## src/design/sprite_xor_draw_with_collision_top_macros.svh

```systemverilog
// Assertion macros for the sprite draw block.
// Used by the top level; no other dependencies.
`ifndef SPRITE_XOR_DRAW_WITH_COLLISION_TOP_MACROS_SVH
`define SPRITE_XOR_DRAW_WITH_COLLISION_TOP_MACROS_SVH

// Same-cycle implication, disabled while reset is high.
`define SXD_ASSERT_SAME(label, clk, rst, ante, cons) \
   label: assert property (@(posedge clk) disable iff (rst) (ante) |-> (cons)) \
      else $error("sprite draw check failed");

// Next-cycle implication, disabled while reset is high.
`define SXD_ASSERT_NEXT(label, clk, rst, ante, cons) \
   label: assert property (@(posedge clk) disable iff (rst) (ante) |=> (cons)) \
      else $error("sprite draw check failed");

`endif

```

## src/design/sxd_pkg.sv

```systemverilog
// Shared constants and types for the sprite draw block.
// No dependencies; imported by every module of the block.
`default_nettype none

package sxd_pkg;

   // Frame geometry; both must be powers of two (wrap and row base use masks).
   localparam int FRAME_WIDTH  = 64;
   localparam int FRAME_HEIGHT = 32;
   localparam int COL_W        = $clog2(FRAME_WIDTH);
   localparam int ROW_W        = $clog2(FRAME_HEIGHT);

   // Field widths of the transactions.
   localparam int KIND_W     = 2;
   localparam int POS_W      = 8;
   localparam int OFFSET_W   = 4;
   localparam int SPRITE_W   = 8;
   localparam int READ_ROW_W = 5;
   localparam int ROW_BITS_W = 64;

   typedef logic [FRAME_WIDTH-1:0] word_type;

   typedef enum logic [KIND_W-1:0] {
      KIND_CLEAR = 2'd0,
      KIND_DRAW  = 2'd1,
      KIND_READ  = 2'd2
   } kind_type;

   // Controller to datapath commands.
   typedef struct packed {
      logic load;   // capture request, issue row read
      logic exec;   // modify/write row, load response register
   } cmd_type;

endpackage

`default_nettype wire

```

## src/design/sxd_ctrl.sv

```systemverilog
// Sequencing controller for the sprite draw block.
// Depends on sxd_pkg (cmd_type).
`default_nettype none

module sxd_ctrl (
   input  wire logic            clock,
   input  wire logic            reset,
   input  wire logic            req_valid,
   output logic                 req_stall,
   output logic                 rsp_valid,
   input  wire logic            rsp_stall,
   output sxd_pkg::cmd_type     cmd
);
   import sxd_pkg::*;

   typedef enum logic {
      ST_IDLE,
      ST_EXEC
   } state_type;

   state_type state_ff;
   logic      rsp_valid_ff;
   logic      out_free;

   assign out_free  = !rsp_valid_ff || !rsp_stall;
   assign req_stall = (state_ff != ST_IDLE);
   assign rsp_valid = rsp_valid_ff;

   assign cmd.load = (state_ff == ST_IDLE) && req_valid;
   assign cmd.exec = (state_ff == ST_EXEC) && out_free;

   always_ff @(posedge clock) begin
      if (reset) begin
         state_ff     <= ST_IDLE;
         rsp_valid_ff <= 1'b0;
      end else begin
         unique case (state_ff)
            ST_IDLE: begin
               if (req_valid) begin
                  state_ff <= ST_EXEC;
               end
               if (rsp_valid_ff && !rsp_stall) begin
                  rsp_valid_ff <= 1'b0;
               end
            end
            ST_EXEC: begin
               if (out_free) begin
                  state_ff     <= ST_IDLE;
                  rsp_valid_ff <= 1'b1;
               end
            end
            default: begin
               state_ff <= ST_IDLE;
            end
         endcase
      end
   end

endmodule

`default_nettype wire

```

## src/design/sxd_dp.sv

```systemverilog
// Datapath: frame memory with row valid bits, mask build, XOR and response registers.
// Depends on sxd_pkg (geometry, field widths, kind codes, cmd_type).
`default_nettype none

module sxd_dp (
   input  wire logic                            clock,
   input  wire logic                            reset,
   input  wire sxd_pkg::cmd_type                cmd,
   input  wire logic [sxd_pkg::KIND_W-1:0]      req_kind,
   input  wire logic [sxd_pkg::POS_W-1:0]       req_pos_x,
   input  wire logic [sxd_pkg::POS_W-1:0]       req_pos_y,
   input  wire logic [sxd_pkg::OFFSET_W-1:0]    req_row_offset,
   input  wire logic [sxd_pkg::SPRITE_W-1:0]    req_sprite_row,
   input  wire logic                            req_last_row,
   input  wire logic [sxd_pkg::READ_ROW_W-1:0]  req_read_row,
   output logic                                 rsp_collision,
   output logic                                 rsp_sprite_done,
   output logic [sxd_pkg::ROW_BITS_W-1:0]       rsp_row_bits
);
   import sxd_pkg::*;

   localparam int ROW_SUM_W = ROW_W + 1;
   localparam int COL_SUM_W = POS_W + 1;

   word_type frame_mem_ff [FRAME_HEIGHT];
   logic [FRAME_HEIGHT-1:0] valid_ff;
   logic                    seen_ff;

   // captured request
   logic [KIND_W-1:0] kind_ff;
   logic [ROW_W-1:0]  addr_ff;
   logic              row_ok_ff;
   logic              first_ff;
   logic              last_ff;
   word_type          mask_ff;
   word_type          rd_data_ff;
   logic              rd_valid_ff;

   // response registers
   logic              collision_ff;
   logic              done_ff;
   word_type          row_bits_ff;

   logic [ROW_SUM_W-1:0] draw_row;
   logic [ROW_W-1:0]     addr_in;
   logic                 row_ok_in;
   word_type             mask_in;
   word_type             old_word;
   word_type             new_word;
   logic                 hit;
   logic                 seen_in;

   // Row of a draw: base row is pos_y mod height (identity when in range).
   assign draw_row = {1'b0, req_pos_y[ROW_W-1:0]} + ROW_SUM_W'(req_row_offset);

   always_comb begin
      if (req_kind == KIND_DRAW) begin
         addr_in   = draw_row[ROW_W-1:0];
         row_ok_in = draw_row < ROW_SUM_W'(FRAME_HEIGHT);
      end else begin
         addr_in   = req_read_row[ROW_W-1:0];
         row_ok_in = {1'b0, req_read_row} < (READ_ROW_W+1)'(FRAME_HEIGHT);
      end
   end

   // Pixel mask: MSB of the sprite byte lands at pos_x.
   always_comb begin
      logic                 wrap;
      logic [COL_SUM_W-1:0] col;
      mask_in = '0;
      wrap    = {1'b0, req_pos_x} >= COL_SUM_W'(FRAME_WIDTH);
      for (int j = 0; j < SPRITE_W; j++) begin
         col = {1'b0, req_pos_x} + COL_SUM_W'(j);
         if (req_sprite_row[3'(SPRITE_W-1-j)]) begin
            if (wrap || (col < COL_SUM_W'(FRAME_WIDTH))) begin
               mask_in[col[COL_W-1:0]] = 1'b1;
            end
         end
      end
   end

   assign old_word = rd_valid_ff ? rd_data_ff : '0;
   assign new_word = old_word ^ mask_ff;
   assign hit      = row_ok_ff && ((old_word & mask_ff) != '0);
   assign seen_in  = (first_ff ? 1'b0 : seen_ff) | hit;

   // Capture stage and registered memory read.
   always_ff @(posedge clock) begin
      if (cmd.load) begin
         kind_ff     <= req_kind;
         addr_ff     <= addr_in;
         row_ok_ff   <= row_ok_in;
         first_ff    <= (req_row_offset == '0);
         last_ff     <= req_last_row;
         mask_ff     <= mask_in;
         rd_data_ff  <= frame_mem_ff[addr_in];
         rd_valid_ff <= valid_ff[addr_in];
      end
   end

   // Memory write port.
   always_ff @(posedge clock) begin
      if (cmd.exec && (kind_ff == KIND_DRAW) && row_ok_ff) begin
         frame_mem_ff[addr_ff] <= new_word;
      end
   end

   // Row valid bits and sprite collision state.
   always_ff @(posedge clock) begin
      if (reset) begin
         valid_ff <= '0;
         seen_ff  <= 1'b0;
      end else if (cmd.exec) begin
         if (kind_ff == KIND_CLEAR) begin
            valid_ff <= '0;
         end
         if (kind_ff == KIND_DRAW) begin
            seen_ff <= seen_in;
            if (row_ok_ff) begin
               valid_ff[addr_ff] <= 1'b1;
            end
         end
      end
   end

   // Response payload.
   always_ff @(posedge clock) begin
      if (cmd.exec) begin
         unique case (kind_ff)
            KIND_DRAW: begin
               collision_ff <= seen_in;
               done_ff      <= last_ff;
               row_bits_ff  <= '0;
            end
            KIND_READ: begin
               collision_ff <= 1'b0;
               done_ff      <= 1'b0;
               row_bits_ff  <= row_ok_ff ? old_word : '0;
            end
            default: begin
               collision_ff <= 1'b0;
               done_ff      <= 1'b0;
               row_bits_ff  <= '0;
            end
         endcase
      end
   end

   assign rsp_collision   = collision_ff;
   assign rsp_sprite_done = done_ff;
   assign rsp_row_bits    = ROW_BITS_W'(row_bits_ff);

endmodule

`default_nettype wire

```

## src/design/sprite_xor_draw_with_collision_top.sv

```systemverilog
// Sprite draw block with collision: 64x32 one-bit frame, XOR sprite rows.
// Top level; uses sxd_pkg, sxd_ctrl, sxd_dp and the assertion macro header.
//
// Usage:
//  - Request channel (req_valid/req_stall): one transaction is a frame clear,
//    one sprite row draw (pos_x, pos_y, row_offset, sprite_row, last_row) or
//    one frame row read (read_row).
//  - Response channel (rsp_valid/rsp_stall): exactly one response per request,
//    in order: collision and sprite_done for draws, row_bits for reads, and
//    all zeros for a clear or an unused kind.
//  - An accepted request executes once the response register is free, and
//    its response is registered by that execute step.
//  - A new request is not taken until the previous one has executed; the
//    frame memory's registered read is followed by the row write at execute.
//  - A waiting response does not block the next request: a new request is
//    taken while the response register is still full, and its execute step
//    waits only until that register is drained.
//  - Reset (synchronous): all frame rows read back as zero and the
//    collision flag is clear; per-row valid bits stand in for a clearing pass,
//    so the block is ready the cycle after reset drops. A clear request also
//    finishes in its execute step, by clearing every row valid bit.
//  - A stalled response holds its value until taken.
`default_nettype none
`include "sprite_xor_draw_with_collision_top_macros.svh"

module sprite_xor_draw_with_collision_top (
   input  wire logic                            clock,
   input  wire logic                            reset,
   input  wire logic                            req_valid,
   output logic                                 req_stall,
   input  wire logic [sxd_pkg::KIND_W-1:0]      req_kind,
   input  wire logic [sxd_pkg::POS_W-1:0]       req_pos_x,
   input  wire logic [sxd_pkg::POS_W-1:0]       req_pos_y,
   input  wire logic [sxd_pkg::OFFSET_W-1:0]    req_row_offset,
   input  wire logic [sxd_pkg::SPRITE_W-1:0]    req_sprite_row,
   input  wire logic                            req_last_row,
   input  wire logic [sxd_pkg::READ_ROW_W-1:0]  req_read_row,
   output logic                                 rsp_valid,
   input  wire logic                            rsp_stall,
   output logic                                 rsp_collision,
   output logic                                 rsp_sprite_done,
   output logic [sxd_pkg::ROW_BITS_W-1:0]       rsp_row_bits
);
   import sxd_pkg::*;

   cmd_type cmd;

   // Controller: accept / execute sequencing and response valid.
   sxd_ctrl u_ctrl (
      .clock     (clock),
      .reset     (reset),
      .req_valid (req_valid),
      .req_stall (req_stall),
      .rsp_valid (rsp_valid),
      .rsp_stall (rsp_stall),
      .cmd       (cmd)
   );

   // Datapath: frame memory read-modify-write and response payload.
   sxd_dp u_dp (
      .clock           (clock),
      .reset           (reset),
      .cmd             (cmd),
      .req_kind        (req_kind),
      .req_pos_x       (req_pos_x),
      .req_pos_y       (req_pos_y),
      .req_row_offset  (req_row_offset),
      .req_sprite_row  (req_sprite_row),
      .req_last_row    (req_last_row),
      .req_read_row    (req_read_row),
      .rsp_collision   (rsp_collision),
      .rsp_sprite_done (rsp_sprite_done),
      .rsp_row_bits    (rsp_row_bits)
   );

   // One transaction in flight: after an accept, the next request waits.
   `SXD_ASSERT_NEXT(a_one_in_flight, clock, reset, req_valid && !req_stall, req_stall)
   // Capture and execute never coincide.
   `SXD_ASSERT_SAME(a_load_exec_excl, clock, reset, cmd.load, !cmd.exec)
   // Execute always delivers a response in the next cycle.
   `SXD_ASSERT_NEXT(a_exec_responds, clock, reset, cmd.exec, rsp_valid)
   // Responses that carry row bits never report collision or sprite end.
   `SXD_ASSERT_SAME(a_flags_only_draw, clock, reset, rsp_valid && (rsp_row_bits != '0),
                    !rsp_collision && !rsp_sprite_done)

endmodule

`default_nettype wire

```

## config.mk

```make
export PLATFORM = sky130hd
export DESIGN_NAME = sprite_xor_draw_with_collision_top
export DESIGN_NICKNAME = d
export VERILOG_FILES = /design/src/design/sxd_pkg.sv /design/src/design/sxd_ctrl.sv /design/src/design/sxd_dp.sv /design/src/design/sprite_xor_draw_with_collision_top.sv
export VERILOG_INCLUDE_DIRS = /design/src /design/src/design
export SDC_FILE = /design/constraint.sdc
export NUM_CORES = 2
export LEC_CHECK = 0
export ABC_AREA = 1
export BUFFER_PORTS_ARGS = -buffer_cell sky130_fd_sc_hd__buf_2
export CORE_MARGIN = 2
export CORE_UTILIZATION = 60
export DETAILED_ROUTE_END_ITERATION = 7
export PLACE_DENSITY = 0.76
export SLEW_MARGIN = 25
export SYNTH_ARGS = -nofsm -noshare
export SYNTH_HDL_FRONTEND = slang
export SYNTH_SLANG_ARGS = --single-unit
```

## constraint.sdc

```tcl
create_clock -name clock -period 17.75 [get_ports clock]
set_input_delay 0.8875 -clock clock [delete_from_list [all_inputs] [get_ports clock]]
set_output_delay 0.8875 -clock clock [all_outputs]
set_load 0.05 [all_outputs]
```

==> out/results.ini <==
[die]
die_height_um=389.9
die_x_um=389.9
start_util=0.6044
rows=141
pin_count=108
core_um2=147800
dieArea_um2=152000

[min_path]
worst_hold_startpoint=req_last_row
min_to=u_dp.last_ff
min_path_cells=1
hp-class=input pin to flip-flop

[pwr]
power.switching_mw=2.728
ir_worst_vdd_uv=115.8
powerDensity_nw_per_um2=114.7
p_leak_nw=34.12
swShare=0.2429
p_seq_frac=0.529
p_int_mw=8.501
p_comb_frac=0.097
p_total_mw=11.23
clkPwrFrac=0.374

[placed_design]
numPortBuffers=88
post-dp-hpwl_mm=114.5
dp_slack_ps=11550
place_congestion=0.7946
place_inst=9123
placed_area_um2=91390

[drt]
drt_iter0_drc=9531
vias=60230
viasPerCell=6.344
postRouteWirelength_mm=244.1
wire_per_inst_um=25.71
first_pass_iters=6
antenna_left=0
drcViolationCount=0

[finish]
regArea_um2=66430
multi_input_comb_area_um2=19910
layout.nets=7450
drive_gt1_frac=0.07311
syn2layout_area_growth_pct=9.555
finalNonFillerCells=9494
stdcell_area_um2=97890
final_util=0.6622
antenna_cells=0
n_fill_cell=10010

[yosys]
synthTopCellsByArea=edfxtp_1 74%, nand3_1 12%, nand2_1 9.1%
yosys_warnings=0
synth_common_cells=2189 x edfxtp_1, 2172 x nand2_1, 2089 x nand3_1
synth.distinct_cells=30
synth_area_um2=89350
netlist_instances=7449
synth_largest_area_cell=edfxtp_1
yosysSeqAreaShare=0.7435
synth-edff-count=2189
async_reset_ff_frac=0
synth-seq-cells=2224
synth.most_common_cell=edfxtp_1
syn_nets=7494
synthFlopType=edfxtp_1
postSynthAreaPerCell_um2=12.00
netlist.area_leader.share=0.7356

[cts]
cts-resized-gates=0
clk_pin_slew_ps=60
cts_setup_buffers=0
numCtsBuffers=204
max-clock-path-buffers=3
cts_sinks=2224
cts_tree=yes
clkLatencyLatePin_ps=850
root_buffer=clkbuf_16
cts_max_level=4
hold_buffers=0

[timing]
clock_skew_ps=30.90
fin_hold_ws_ps=217.8
setup_violations=0
period_share=0.2919
drv_slew=0
finalCriticalPeriod_ps=5181
rsz0062_at_grt=false
slew_headroom=0.1747
setup_slack_ps=12570
finalHoldViolations=0
tightest_slew_ps=1238
fmax_mhz=193.0
tns_ps=0

[setup_path]
path_class=input pin to flip-flop
required_ps=18340
crit_fanout=70
r2r_cells=8
r2r_slack_ps=13080
regToRegEndpoint=u_dp.frame_mem_ff[8][60]
end_kind=flip-flop
worstSetupStartpointType=input pin
r2r-start=u_ctrl.req_stall
arrival_ps=5770

[global_routing]
grt_max_degree=201
grt_pass1_vias=57340
overflow=0
grt_usage=0.3169
antenna_found_initial=1
grt_pass1_wl_mm=356.1

[run]
drv_cap=0

[run_status]
status=completed

worst max-delay path, stage by stage:
cell	delay (ps)
buf_2	90
ha_1	160
inv_1	60
fa_1	550
nand2_1	110
nand2_4	620
buf_4	880
buf_4	880
buf_4	780
nand3_1	160
nand3_1	120
nand3_1	100
nand3_1	140
nand2_1	80
area by class of cell:
class | instances | area share
clock inverters | 84 | 0.008052
flip-flops and latches | 2224 | 0.6786
repair buffers | 229 | 0.01798
multi-input cells | 4466 | 0.2034
inverters | 280 | 0.01104
well taps | 1930 | 0.02467
clock buffers | 281 | 0.05626
registers in the layout, summed over array words and instances, names as in the netlist, 2 cells and up:
register / count
u_dp.frame_mem_ff: 2048
u_dp.valid_ff: 32
u_dp.rsp_row_bits: 64
u_dp.addr_ff: 5
u_dp.rd_data_ff: 64
u_dp.kind_ff: 2
how the worst max path moves through the flow:
| stage | startpoint | slack (ps) | end |
|---|---|---|---|
| floorplan | rsp_stall | 11380 | u_dp.frame_mem_ff[1][0] |
| global placement | req_row_offset[0] | 11600 | u_dp.rd_data_ff[49] |
| detailed placement | req_row_offset[0] | 11550 | u_dp.rd_data_ff[49] |
| CTS | req_row_offset[0] | 12440 | u_dp.rd_data_ff[49] |
| global route | req_row_offset[0] | 12480 | u_dp.rd_data_ff[44] |
| finish | req_row_offset[0] | 12570 | u_dp.rd_data_ff[47] |
power groups by stage:
stage | Sequential (mW) | Combinational, mW | Clock [mW]
2_1_floorplan | 6.09 | 0.692 | 0
3_3_place_gp | 6.05 | 1.02 | 0
3_5_place_dp | 6.05 | 1.05 | 0
4_1_cts | 5.94 | 1.06 | 4.20
5_1_grt | 5.94 | 1.17 | 4.41
6_report | 5.94 | 1.09 | 4.20
kinds of logic after synthesis:
| group | count (synthesis) | synth area share |
|---|---|---|
| simple gates | 4398 | 0.2147 |
| flops | 2224 | 0.7435 |
| xor+xnor | 1 | 0.00009804 |
| buf+inv | 759 | 0.03729 |
| fa+ha+maj | 5 | 0.0007842 |
| compound gates | 62 | 0.003669 |
cell usage in the layout (no fill, tap or decap), drive strengths merged, types with 2 or more instances in the layout:
cell type     n
edfxtp     2189
nand2      2175
nand3      2089
inv         284
clkbuf      281
buf         229
nor2        113
clkinv       67
a21oi        36
dfxtp        35
o21ai        23
bufinv       11
nor3         11
nand4         6
ha            4
or2           2
clkinvlp      2
metal layers:
layer | GRT usage | part of all wire | up-vias
met3 | 0.06128 | 0.12 | 804
li1 | - | - | 26150
met1 | 0.4113 | 0.35 | 29000
met2 | 0.5139 | 0.48 | 4276
met4 | 0.1627 | 0.054 | 2
met5 | 0 | 0.000049 | -
No activity file was read; power rests on OpenSTA's default activity.
